### config.mk
export PLATFORM = sky130hd
export DESIGN_NAME = base128_group_encoder_core
export DESIGN_NICKNAME = d
export VERILOG_FILES = /design/src/b128ge_pkg.sv /design/src/b128ge_front.sv /design/src/b128ge_queue.sv /design/src/b128ge_back.sv /design/src/base128_group_encoder_core.sv
export VERILOG_INCLUDE_DIRS = /design/src /design/src/src
export SDC_FILE = /design/constraint.sdc
export NUM_CORES = 1
export LEC_CHECK = 0
export ABC_CLOCK_PERIOD_IN_PS = 5640
export BUFFER_PORTS_ARGS = -buffer_cell sky130_fd_sc_hd__buf_2
export CAP_MARGIN = 20
export CORE_MARGIN = 2
export CORE_UTILIZATION = 40
export CTS_CLUSTER_SIZE = 28
export DETAILED_ROUTE_END_ITERATION = 6
export SLEW_MARGIN = 20
export SYNTH_ARGS = -nofsm -noshare
export SYNTH_HDL_FRONTEND = slang
export SYNTH_SLANG_ARGS = --single-unit
export TNS_END_PERCENT = 50
### constraint.sdc
create_clock -name clock -period 5.64 [get_ports clock]
set_clock_uncertainty 0.2 [all_clocks]
set_input_delay 0.282 -clock clock [delete_from_list [all_inputs] [get_ports clock]]
set_output_delay 0.282 -clock clock [all_outputs]
set_load 0.1 [all_outputs]
### src/assert_macros.svh
// assertion helpers shared by the rtl
`ifndef ASSERT_MACROS_SVH
`define ASSERT_MACROS_SVH

// property must hold at every clock edge outside reset
`define ASSERT_ALWAYS(label, clk, rst, prop, msg) \
   label: assert property (@(posedge clk) disable iff (rst) (prop)) else $error(msg);

// condition must never be seen outside reset
`define ASSERT_NEVER(label, clk, rst, cond, msg) \
   label: assert property (@(posedge clk) disable iff (rst) !(cond)) else $error(msg);

`endif

### src/b128ge_pkg.sv
package b128ge_pkg;

   localparam int GROUP_BYTES       = 7;
   localparam int SYMBOLS_PER_GROUP = 8;
   localparam int SYM_BITS          = 7;
   localparam int WORD_BITS         = GROUP_BYTES * 8;
   localparam int CNT_BITS          = 3;
   localparam int IDX_BITS          = $clog2(SYMBOLS_PER_GROUP);
   localparam int QUEUE_DEPTH       = 2;

   localparam logic [7:0] PAD_CHAR = 8'h3D;

   // one finished group handed from front to back
   typedef struct packed {
      logic [WORD_BITS-1:0] bits;
      logic [CNT_BITS-1:0]  n_bytes;   // data bytes held, 7 for a full group
      logic                 msg_last;
   } grp_type;

   // queue handshake seen by the front
   typedef struct packed {
      logic push;
      logic full;
   } qwr_type;

   // queue handshake seen by the back
   typedef struct packed {
      logic valid;
      logic pop;
   } qrd_type;

   function automatic logic [7:0] symbol_of(input logic [SYM_BITS-1:0] v);
      logic [7:0] w;
      logic [7:0] s;
      w = {1'b0, v};
      case (v) inside
         [7'd0:7'd9]:     s = 8'(8'h30 + w);
         [7'd10:7'd35]:   s = 8'(8'h41 + w - 8'd10);
         [7'd36:7'd61]:   s = 8'(8'h61 + w - 8'd36);
         [7'd62:7'd84]:   s = 8'(8'hC0 + w - 8'd62);
         [7'd85:7'd115]:  s = 8'(8'hD8 + w - 8'd85);
         [7'd116:7'd123]: s = 8'(8'hF8 + w - 8'd116);
         7'd124:          s = 8'hB0;
         7'd125:          s = 8'hB9;
         7'd126:          s = 8'hB2;
         default:         s = 8'hB3;
      endcase
      return s;
   endfunction

endpackage

### src/b128ge_front.sv
`include "assert_macros.svh"

module b128ge_front (
   input  logic                 clock,
   input  logic                 reset,
   input  logic                 req_valid,
   output logic                 req_stall,
   input  logic [7:0]           req_in_byte,
   input  logic                 req_message_last,
   output b128ge_pkg::qwr_type  qwr,
   input  logic                 q_full,
   output b128ge_pkg::grp_type  grp
);

   logic [b128ge_pkg::CNT_BITS-1:0] cnt_ff, cnt_in;
   logic [7:0] bytes_ff [b128ge_pkg::GROUP_BYTES];
   logic       complete;
   logic       accept;

   // a byte that closes a group needs a free queue slot
   assign complete  = (cnt_ff == b128ge_pkg::CNT_BITS'(b128ge_pkg::GROUP_BYTES - 1))
                      || req_message_last;
   assign req_stall = complete && q_full;
   assign accept    = req_valid && !req_stall;

   always_comb begin
      qwr.push = accept && complete;
      qwr.full = q_full;
      if (qwr.push) begin
         cnt_in = '0;
      end else if (accept) begin
         cnt_in = cnt_ff + 1'b1;
      end else begin
         cnt_in = cnt_ff;
      end
   end

   // stale bytes above the count read as zero padding
   always_comb begin
      for (int i = 0; i < b128ge_pkg::GROUP_BYTES; i++) begin
         if (b128ge_pkg::CNT_BITS'(i) < cnt_ff) begin
            grp.bits[8*i +: 8] = bytes_ff[i];
         end else if (b128ge_pkg::CNT_BITS'(i) == cnt_ff) begin
            grp.bits[8*i +: 8] = req_in_byte;
         end else begin
            grp.bits[8*i +: 8] = 8'h00;
         end
      end
      grp.n_bytes  = cnt_ff + 1'b1;
      grp.msg_last = req_message_last;
   end

   always_ff @(posedge clock) begin
      if (reset) begin
         cnt_ff <= '0;
      end else begin
         cnt_ff <= cnt_in;
      end
   end

   always_ff @(posedge clock) begin
      if (accept) begin
         bytes_ff[cnt_ff] <= req_in_byte;
      end
   end

   `ASSERT_NEVER(a_cnt_range, clock, reset,
      cnt_ff >= b128ge_pkg::CNT_BITS'(b128ge_pkg::GROUP_BYTES), "byte count out of range")
   `ASSERT_ALWAYS(a_push_room, clock, reset, qwr.push |-> !q_full, "push into full queue")

endmodule

### src/b128ge_queue.sv
`include "assert_macros.svh"

module b128ge_queue (
   input  logic                 clock,
   input  logic                 reset,
   input  b128ge_pkg::qwr_type  qwr,
   input  b128ge_pkg::grp_type  wr_grp,
   output logic                 full,
   input  b128ge_pkg::qrd_type  qrd,
   output logic                 valid,
   output b128ge_pkg::grp_type  rd_grp
);

   localparam int PTR_BITS = $clog2(b128ge_pkg::QUEUE_DEPTH);
   localparam int CNT_W    = $clog2(b128ge_pkg::QUEUE_DEPTH + 1);

   b128ge_pkg::grp_type       slot_ff [b128ge_pkg::QUEUE_DEPTH];
   logic [PTR_BITS-1:0]       wr_ptr_ff, wr_ptr_in;
   logic [PTR_BITS-1:0]       rd_ptr_ff, rd_ptr_in;
   logic [CNT_W-1:0]          count_ff, count_in;
   logic                      do_push, do_pop;

   assign full    = (count_ff == CNT_W'(b128ge_pkg::QUEUE_DEPTH));
   assign valid   = (count_ff != '0);
   assign rd_grp  = slot_ff[rd_ptr_ff];
   assign do_push = qwr.push && !full;
   assign do_pop  = qrd.pop && valid;

   always_comb begin
      wr_ptr_in = wr_ptr_ff;
      rd_ptr_in = rd_ptr_ff;
      if (do_push) begin
         wr_ptr_in = (wr_ptr_ff == PTR_BITS'(b128ge_pkg::QUEUE_DEPTH - 1)) ? '0
                     : wr_ptr_ff + 1'b1;
      end
      if (do_pop) begin
         rd_ptr_in = (rd_ptr_ff == PTR_BITS'(b128ge_pkg::QUEUE_DEPTH - 1)) ? '0
                     : rd_ptr_ff + 1'b1;
      end
      case ({do_push, do_pop})
         2'b10:   count_in = count_ff + 1'b1;
         2'b01:   count_in = count_ff - 1'b1;
         default: count_in = count_ff;
      endcase
   end

   always_ff @(posedge clock) begin
      if (reset) begin
         wr_ptr_ff <= '0;
         rd_ptr_ff <= '0;
         count_ff  <= '0;
      end else begin
         wr_ptr_ff <= wr_ptr_in;
         rd_ptr_ff <= rd_ptr_in;
         count_ff  <= count_in;
      end
   end

   always_ff @(posedge clock) begin
      if (do_push) begin
         slot_ff[wr_ptr_ff] <= wr_grp;
      end
   end

   `ASSERT_NEVER(a_q_over, clock, reset,
      count_ff > CNT_W'(b128ge_pkg::QUEUE_DEPTH), "queue count over depth")
   `ASSERT_ALWAYS(a_q_pop, clock, reset, qrd.pop |-> valid, "pop from empty queue")

endmodule

### src/b128ge_back.sv
`include "assert_macros.svh"

module b128ge_back (
   input  logic                 clock,
   input  logic                 reset,
   input  logic                 q_valid,
   input  b128ge_pkg::grp_type  q_grp,
   output b128ge_pkg::qrd_type  qrd,
   output logic                 rsp_valid,
   input  logic                 rsp_stall,
   output logic [7:0]           rsp_out_char,
   output logic                 rsp_group_last,
   output logic                 rsp_message_end
);

   logic                                busy_ff, busy_in;
   logic [b128ge_pkg::IDX_BITS-1:0]     idx_ff, idx_in;
   b128ge_pkg::grp_type                 grp_ff;
   logic                                out_valid_ff, out_valid_in;
   logic [7:0]                          char_ff;
   logic                                glast_ff, mend_ff;
   logic                                load_out, advance, last_sym, pop;
   logic [b128ge_pkg::SYM_BITS-1:0]     chunk;
   logic                                is_pad;

   assign load_out = !out_valid_ff || !rsp_stall;
   assign advance  = busy_ff && load_out;
   assign last_sym = (idx_ff == b128ge_pkg::IDX_BITS'(b128ge_pkg::SYMBOLS_PER_GROUP - 1));
   assign pop      = q_valid && (!busy_ff || (advance && last_sym));
   assign chunk    = grp_ff.bits[b128ge_pkg::SYM_BITS*idx_ff +: b128ge_pkg::SYM_BITS];
   assign is_pad   = idx_ff > grp_ff.n_bytes;

   always_comb begin
      qrd.valid = q_valid;
      qrd.pop   = pop;
      if (pop) begin
         busy_in = 1'b1;
      end else if (advance && last_sym) begin
         busy_in = 1'b0;
      end else begin
         busy_in = busy_ff;
      end
      if (pop) begin
         idx_in = '0;
      end else if (advance) begin
         idx_in = idx_ff + 1'b1;
      end else begin
         idx_in = idx_ff;
      end
      out_valid_in = load_out ? busy_ff : out_valid_ff;
   end

   always_ff @(posedge clock) begin
      if (reset) begin
         busy_ff      <= 1'b0;
         idx_ff       <= '0;
         out_valid_ff <= 1'b0;
      end else begin
         busy_ff      <= busy_in;
         idx_ff       <= idx_in;
         out_valid_ff <= out_valid_in;
      end
   end

   always_ff @(posedge clock) begin
      if (pop) begin
         grp_ff <= q_grp;
      end
      if (advance) begin
         char_ff  <= is_pad ? b128ge_pkg::PAD_CHAR : b128ge_pkg::symbol_of(chunk);
         glast_ff <= last_sym;
         mend_ff  <= last_sym && grp_ff.msg_last;
      end
   end

   assign rsp_valid       = out_valid_ff;
   assign rsp_out_char    = char_ff;
   assign rsp_group_last  = glast_ff;
   assign rsp_message_end = mend_ff;

   `ASSERT_ALWAYS(a_end_on_last, clock, reset,
      (rsp_valid && rsp_message_end) |-> rsp_group_last, "message end off group end")
   `ASSERT_ALWAYS(a_pop_idle, clock, reset,
      (pop && busy_ff) |-> last_sym, "group reloaded mid group")

endmodule

### src/base128_group_encoder_core.sv
// a group's closing byte goes into a queue slot, then the back's group register, and its
// first symbol into the output register; one byte per cycle in while req_stall is low,
//   the single-symbol back end gives one symbol per cycle unless rsp_stall, 8 per group
// a 2-entry group queue lets the front take bytes while the back is still emitting
// reset: synchronous, active high; clears byte count, queue and output valid
module base128_group_encoder_core (
   input  logic       clock,
   input  logic       reset,
   input  logic       req_valid,
   output logic       req_stall,
   input  logic [7:0] req_in_byte,
   input  logic       req_message_last,
   output logic       rsp_valid,
   input  logic       rsp_stall,
   output logic [7:0] rsp_out_char,
   output logic       rsp_group_last,
   output logic       rsp_message_end
);

   // front to queue
   b128ge_pkg::qwr_type qwr;
   b128ge_pkg::grp_type wr_grp;
   logic                q_full;

   // queue to back
   b128ge_pkg::qrd_type qrd;
   b128ge_pkg::grp_type rd_grp;
   logic                q_valid;

   // front: collects bytes, closes a group on the seventh byte or on message end
   b128ge_front u_front (
      .clock            (clock),
      .reset            (reset),
      .req_valid        (req_valid),
      .req_stall        (req_stall),
      .req_in_byte      (req_in_byte),
      .req_message_last (req_message_last),
      .qwr              (qwr),
      .q_full           (q_full),
      .grp              (wr_grp)
   );

   // short queue of closed groups, decouples front and back stalls
   b128ge_queue u_queue (
      .clock  (clock),
      .reset  (reset),
      .qwr    (qwr),
      .wr_grp (wr_grp),
      .full   (q_full),
      .qrd    (qrd),
      .valid  (q_valid),
      .rd_grp (rd_grp)
   );

   // back: walks 8 symbols of a group through the alphabet, pads after data,
   // registered output so the result item waits without blocking the queue
   b128ge_back u_back (
      .clock           (clock),
      .reset           (reset),
      .q_valid         (q_valid),
      .q_grp           (rd_grp),
      .qrd             (qrd),
      .rsp_valid       (rsp_valid),
      .rsp_stall       (rsp_stall),
      .rsp_out_char    (rsp_out_char),
      .rsp_group_last  (rsp_group_last),
      .rsp_message_end (rsp_message_end)
   );

endmodule

==> results.sh, run 1 <==
export IMPL_end_kind="flip-flop"
export IMPL_rsz0062_at_grt="false"
export IMPL_cts_sinks=258
export IMPL_syn_avg_cell_area_um2=14.20
export IMPL_cp_data_required_time_ns=5.72
export IMPL_firstDrtPassIters=5
export IMPL_core_um2=28470
export IMPL_hold_viol=0
export IMPL_startpoint_type="flip-flop"
export IMPL_die_area_um2=30060
export IMPL_ios=25
export IMPL_dpl_cell_area_um2=12060
export IMPL_drc=0
export IMPL_powerDensity_nw_per_um2=529.1
export IMPL_yosysWarnings=0
export IMPL_dp_cells=1193
export IMPL_grt_max_degree=62
export IMPL_tightest_slew_ns=0.8559
export IMPL_cp_data_arrival_time_ns=4.77
export IMPL_max_freq_mhz=213.1
export IMPL_htreeDepth=1
export IMPL_vias=6641
export IMPL_areaGrowthSynthToFinish_pct=13.68
export IMPL_synth_async_sr_flop_share_pct=0
export IMPL_viasPerCell=5.279
export IMPL_post_synth_inst_count=808
export IMPL_gp_congestion=0.9037
export IMPL_postCtsSetupRepairBufs=0
export IMPL_cts_root_buf="clkbuf_16"
export IMPL_drv_slew=0
export IMPL_routed_wl_mm=25.05
export IMPL_netlist_area_um2=11480
export IMPL_grt_pass1_wl_mm=38.53
export IMPL_clk_latency_ns=0.57
export IMPL_maxCapViolCount=0
export IMPL_period_needed_ns=4.693
export IMPL_synth_edff_count=246
export IMPL_utilization_pct=45.82
export IMPL_critPathKind="flip-flop to flip-flop"
export IMPL_finalSetupTns_ns=0
export IMPL_final_period_utilization_pct=83.21
export IMPL_rows=62
export IMPL_cts_resized_gates=0
export IMPL_grtUsageTotal_pct=16.62
export IMPL_power_leakage_nw=4.399
export IMPL_place_ws_ns=1.012
export IMPL_start_util_pct=40.31
export IMPL_fin_ws_ns=0.9467
export IMPL_synth_area_leaders="edfxtp_1 (64%), mux2_2 (6.2%), ha_1 (3.2%), nand2_1 (3.1%), o21ai_0 (2.8%)"
export IMPL_hold_ws_ns=0.2748
export IMPL_final_area_um2=13050
export IMPL_grt_antenna_before_repair=0
export IMPL_drtAntennaViolNets=0
export IMPL_diodes=0
export IMPL_stdcell_count=1258
export IMPL_finalSetupViolCount=0
export IMPL_wl_per_cell_um=19.91
export IMPL_die_h_um=173.4
export IMPL_total_power_mw=6.902
export IMPL_clk_pin_slew_ns=0.06
export IMPL_cp_max_fo=14
export IMPL_hold_buffers=13
export IMPL_max_clock_path_buffers=3
export IMPL_numCtsBuffers=28
export IMPL_ys_seq_elements=258
export IMPL_min_path_type="input port to flip-flop"
export IMPL_yosys_area_top_type="edfxtp_1"
export IMPL_die_width_um=173.4
export IMPL_place_hpwl_mm=16.86
export IMPL_ys_types=62
export IMPL_status="complete, no violations"
export IMPL_final_layout_size_suffix_gt1_share_pct=19.79
export IMPL_layout_nets=895
export IMPL_grt_overflow=0
export IMPL_seq_area_frac_synth_pct=66.46
export IMPL_maxSlewHeadroom_pct=42.94
export IMPL_grt_pass1_vias=6542
export IMPL_cts_tree="yes"
export IMPL_yosys_most_used_dff="edfxtp_1"
export IMPL_drt_iter0_markers=649
export IMPL_io_buffer_count=24
export IMPL_synth_top_area_share_pct=64.37
export IMPL_vdd_drop_max_v=0.0002834
export IMPL_synth_fp_nets=850
==> Yosys cell counts (3+ instances only) <==
cell type    n
buf_2        4
a22oi_1      5
o31ai_1      5
nor4_1       3
mux2i_1     14
nor2b_1      6
a21oi_1     16
nor2_1      23
mux2_2      63
mux2i_4      3
nand2_1     96
a21boi_0     8
xnor2_1     11
and2_1      14
and3_1       5
edfxtp_1   246
a311oi_1     3
o22ai_1      4
dfxtp_1     12
nor3_1      15
a31oi_1      5
or3_1        4
clkbuf_1    35
a211oi_1     3
mux4_2      10
a21o_1       3
o2111ai_1    4
o211ai_1     4
o21ai_0     64
inv_1       18
nand3_1     19
xor2_1       3
ha_1        29
a22o_1      12
==> path summary, 6_finish.rpt <==
kind                       start                     end  slack [ns]  depth (start not counted)
max             u_back.idx_ff[2]  u_back.rsp_out_char[3]        0.95                         11
min             req_message_last   u_queue.slot_ff[1][0]        0.27                          2
max reg2reg     u_back.idx_ff[2]  u_back.rsp_out_char[3]        0.95                         11
min reg2reg  u_queue.count_ff[1]     u_queue.count_ff[1]        0.31                          2
==> placed cells by master (no fill, tap or decap), drive strengths merged, types with 6 or more instances in the layout <==
cell type    synthesis  routed
inv                 20      24
nand2               96      96
and2                14      14
dlygate4sd3          0      13
nor3                15      15
clkbuf              35      30
ha                  29      29
a21oi               16      16
nor2                24      24
xnor2               11      11
buf                  7      44
a21boi               8       8
nor2b                6       6
o21ai               64      64
mux2i               18      18
clkinv               1      18
edfxtp             246     246
a22o                12      12
dfxtp               12      12
mux2                63      63
mux4                10      10
nand3               19      19
==> where the power goes <==
| part | internal (mW) | switching, mW |
|---|---|---|
| registers | 2.55 | 0.118 |
| clock network | 0.913 | 0.742 |
| logic | 0.868 | 1.71 |
==> cell families (layout without fill, tap and decap cells) <==
kind of cell             Yosys count  in the layout  synth area share (%)
adder cells (fa/ha/maj)           29             29                 3.162
AND/OR/NAND/NOR                  196            196                 7.796
multiplexers                      91             91                 10.07
buffers and inverters             63            129                 2.235
XOR/XNOR                          14             14                 1.068
AO/OA/AOI/OAI                    157            157                 9.202
flip-flops                       258            258                 66.46
==> layer usage <==
metal  vias up  track usage (%)  part of all wire (%)
met3        50            2.566                   4.4
met5         -                0                     0
met1      3250            22.35                    45
met4         0            5.826                   3.1
met2       180            27.58                    47
li1       3161                -                     -
==> cell type report <==
cell class / instances / area (um2)
fillers: 2496 / 15420
flip-flops and latches: 258 / 7629
multi-input cells: 487 / 3622
clock buffers: 30 / 708.2
well taps: 384 / 480.5
repair buffers: 57 / 397.9
clock inverters: 21 / 130.1
inverters: 21 / 78.83
==> registers in the layout (all words and copies together), names as in the netlist, 2 cells and up <==
signal	count
u_queue.slot_ff	120
u_back.grp_ff	60
u_front.bytes_ff	56
u_back.rsp_out_char	8
u_back.idx_ff	3
u_front.cnt_ff	3
u_queue.count_ff	2
==> critical path, cell delays in order (launching register included) <==
cell	delay, ns
dfxtp_1	0.86
nor2b_1	0.37
a22oi_1	0.14
nand2_1	0.46
clkinv_1	0.38
ha_1	0.39
and3_1	0.20
o32ai_1	0.64
nor2_2	0.20
mux2_2	0.33
o22ai_1	0.15
o31ai_1	0.09
Power figures use the tool's default switching activity.
==> inputs of run 2 (changes only) <==
--- a/config.mk
+++ b/config.mk
@@ -6,7 +6,7 @@
 export SDC_FILE = /design/constraint.sdc
 export NUM_CORES = 1
 export LEC_CHECK = 0
-export ABC_CLOCK_PERIOD_IN_PS = 5640
+export ABC_CLOCK_PERIOD_IN_PS = 4400
 export BUFFER_PORTS_ARGS = -buffer_cell sky130_fd_sc_hd__buf_2
 export CAP_MARGIN = 20
 export CORE_MARGIN = 2
==> constraint.sdc (replaced) <==
create_clock -name clock -period 4.4 [get_ports clock]
set_clock_uncertainty 0.2 [all_clocks]
set_input_delay 0.22 -clock clock [delete_from_list [all_inputs] [get_ports clock]]
set_output_delay 0.22 -clock clock [all_outputs]
set_load 0.1 [all_outputs]
==> run 2 against run 1 <==
Sequential cell count unchanged; combinational power increased by 31%; maximum frequency up 17%; core utilization rose by 0.23 points; sequential share of layout area is 0.30 points lower; non-clock buffer count grew 5; count of clock-buffer cells in the layout grew 9; hold slack worse by 0.26 ns; register-to-register slack lost 0.55 ns.
==> results.sh, run 2 (synthesis results as in run 1) <==
export IMPL_place_hpwl_mm=16.41
export IMPL_largest_register="u_queue.slot_ff"
export IMPL_grt_pass1_wl_mm=37.76
export IMPL_cts_resized_gates=0
export IMPL_grt_antenna_before_repair=0
export IMPL_dp_cells=1200
export IMPL_rows=62
export IMPL_areaGrowthSynthToFinish_pct=14.26
export IMPL_slowest_stage="dfxtp_1"
export IMPL_die_h_um=173.4
export IMPL_maxSlewHeadroom_pct=30.81
export IMPL_wl_per_cell_um=19.43
export IMPL_swShare_pct=36.36
export IMPL_startpoint_type="flip-flop"
export IMPL_p_comb_share_pct=37.8
export IMPL_io_buffer_count=24
export IMPL_cts_tree="yes"
export IMPL_grtUsageTotal_pct=16.25
export IMPL_largest_reg_flops=120
export IMPL_final_common_cell="edfxtp_1"
export IMPL_layout_common_cells="edfxtp_1 (246), nand2_1 (96), o21ai_0 (64), mux2_2 (63), ha_1 (29)"
export IMPL_reg_top3="u_queue.slot_ff x120, u_back.grp_ff x60, u_front.bytes_ff x56"
export IMPL_end_kind="flip-flop"
export IMPL_critPathKind="flip-flop to flip-flop"
export IMPL_maxCapViolCount=0
export IMPL_drt_iter0_markers=635
export IMPL_cp_data_required_time_ns=4.46
export IMPL_min_path_type="input port to flip-flop"
export IMPL_finalSetupTns_ns=0
export IMPL_hold_ws_ns=0.01384
export IMPL_tightest_slew_ns=1.030
export IMPL_final_layout_size_suffix_gt1_share_pct=20.09
export IMPL_final_period_utilization_pct=91.02
export IMPL_total_power_mw=8.971
export IMPL_power_leakage_nw=4.414
export IMPL_vias=6577
export IMPL_p_sw_mw=3.262
export IMPL_critical_path_max_stage_delay_ns=0.75
export IMPL_powerDensity_nw_per_um2=684.2
export IMPL_routed_wl_mm=24.48
export IMPL_clk_pin_slew_ns=0.07
export IMPL_grt_max_degree=61
export IMPL_clk_latency_ns=0.52
export IMPL_stdcell_count=1260
export IMPL_worstPathCellList="mux4_2 -> mux2i_4 -> inv_1 -> ha_1 -> a31oi_1 -> nand3_1 -> a221o_1 -> o21a_1 -> o21ai_0 -> a221oi_1"
export IMPL_ios=25
export IMPL_drv_slew=0
export IMPL_start_util_pct=40.31
export IMPL_utilization_pct=46.06
export IMPL_cp_max_fo=17
export IMPL_clockPowerShare_pct=23.7
export IMPL_cts_root_buf="clkbuf_16"
export IMPL_grt_pass1_vias=6553
export IMPL_hold_viol=0
export IMPL_max_freq_mhz=249.7
export IMPL_pwr_share_seq_pct=38.5
export IMPL_cts_sinks=258
export IMPL_gp_congestion=0.9070
export IMPL_internal_power_mw=5.709
export IMPL_drtAntennaViolNets=0
export IMPL_die_area_um2=30060
export IMPL_vdd_drop_max_v=0.0003116
export IMPL_max_clock_path_buffers=3
export IMPL_htreeDepth=1
export IMPL_finalSetupViolCount=0
export IMPL_viasPerCell=5.220
export IMPL_core_um2=28470
export IMPL_period_needed_ns=4.005
export IMPL_grt_overflow=0
export IMPL_rsz0062_at_grt="false"
export IMPL_firstDrtPassIters=5
export IMPL_cp_data_arrival_time_ns=4.06
export IMPL_drc=0
export IMPL_die_width_um=173.4
export IMPL_diodes=0
export IMPL_layout_nets=898
export IMPL_numCtsBuffers=26
export IMPL_status="complete, no violations"
-- run 2: cell types whose count changed in the layout (fill, tap and decap cells not counted), moves of 3 or more --
cell	delta
clkbuf_1	+10
buf_4	+4
clkinv_1	-9
buf_12	+3
inv_6	-3
-- run 2: worst max-delay path, delay by kind of cell (launching register included) --
kind / cells / cell delay, ns
AO/OA/AOI/OAI: 5 / 1.53
flip-flops: 1 / 0.75
multiplexers: 2 / 0.59
adder cells (fa/ha/maj): 1 / 0.30
buffers and inverters: 1 / 0.19
AND/OR/NAND/NOR: 1 / 0.17
-- run 2: path summary, 6_finish.rpt --
kind                            slack, ns  depth (start not counted)                      to        startpoint
worst max register to register       0.39                         10  u_back.rsp_out_char[4]  u_back.idx_ff[1]
worst max-delay path                 0.39                         10  u_back.rsp_out_char[4]  u_back.idx_ff[1]
worst min register to register       0.32                          2          u_back.busy_ff    u_back.busy_ff
worst min-delay path                 0.01                          4       u_front.cnt_ff[0]         req_valid
-- run 2: timing repair --
action	4_1_cts	5_1_grt
setup buffers	0	0
hold buffers	12	0
endpoints found under the hold margin	70	0
-- run 2: power groups by stage --
stage               Combinational (mW)  Clock (mW)  Sequential [mW]
global route                      3.67        2.27             3.49
CTS                               3.37        2.17             3.47
finish                            3.39        2.13             3.45
floorplan                         2.15           0             3.74
global placement                  3.38           0             3.51
detailed placement                3.34           0             3.52
-- run 2: final cells by class --
type / instances / area (um2)
clock buffer: 39 / 720.7
timing repair buffer: 62 / 473.0
sequential: 258 / 7629
multi-input combinational: 487 / 3633
tap: 384 / 480.5
inverter: 21 / 78.83
clock inverter: 9 / 97.59
fill: 2492 / 15360
-- run 2: per-layer routing --
metal  part of all wire [%]  vias to the layer above  track usage [%]
li1                       -                     3170                -
met1                     46                     3221            22.29
met2                     48                      156            27.42
met3                    3.8                       30            2.171
met4                    1.8                        0            4.167
met5                      0                        -                0
-- run 2: per-stage QoR --
stage	setup WS [ns]	instance area, um2
after floorplan	0.2120	11500
after global placement	0.5072	12160
after detailed placement	0.3695	12160
after CTS	0.3898	13100
after global routing	0.1855	13110
final	0.3949	13110
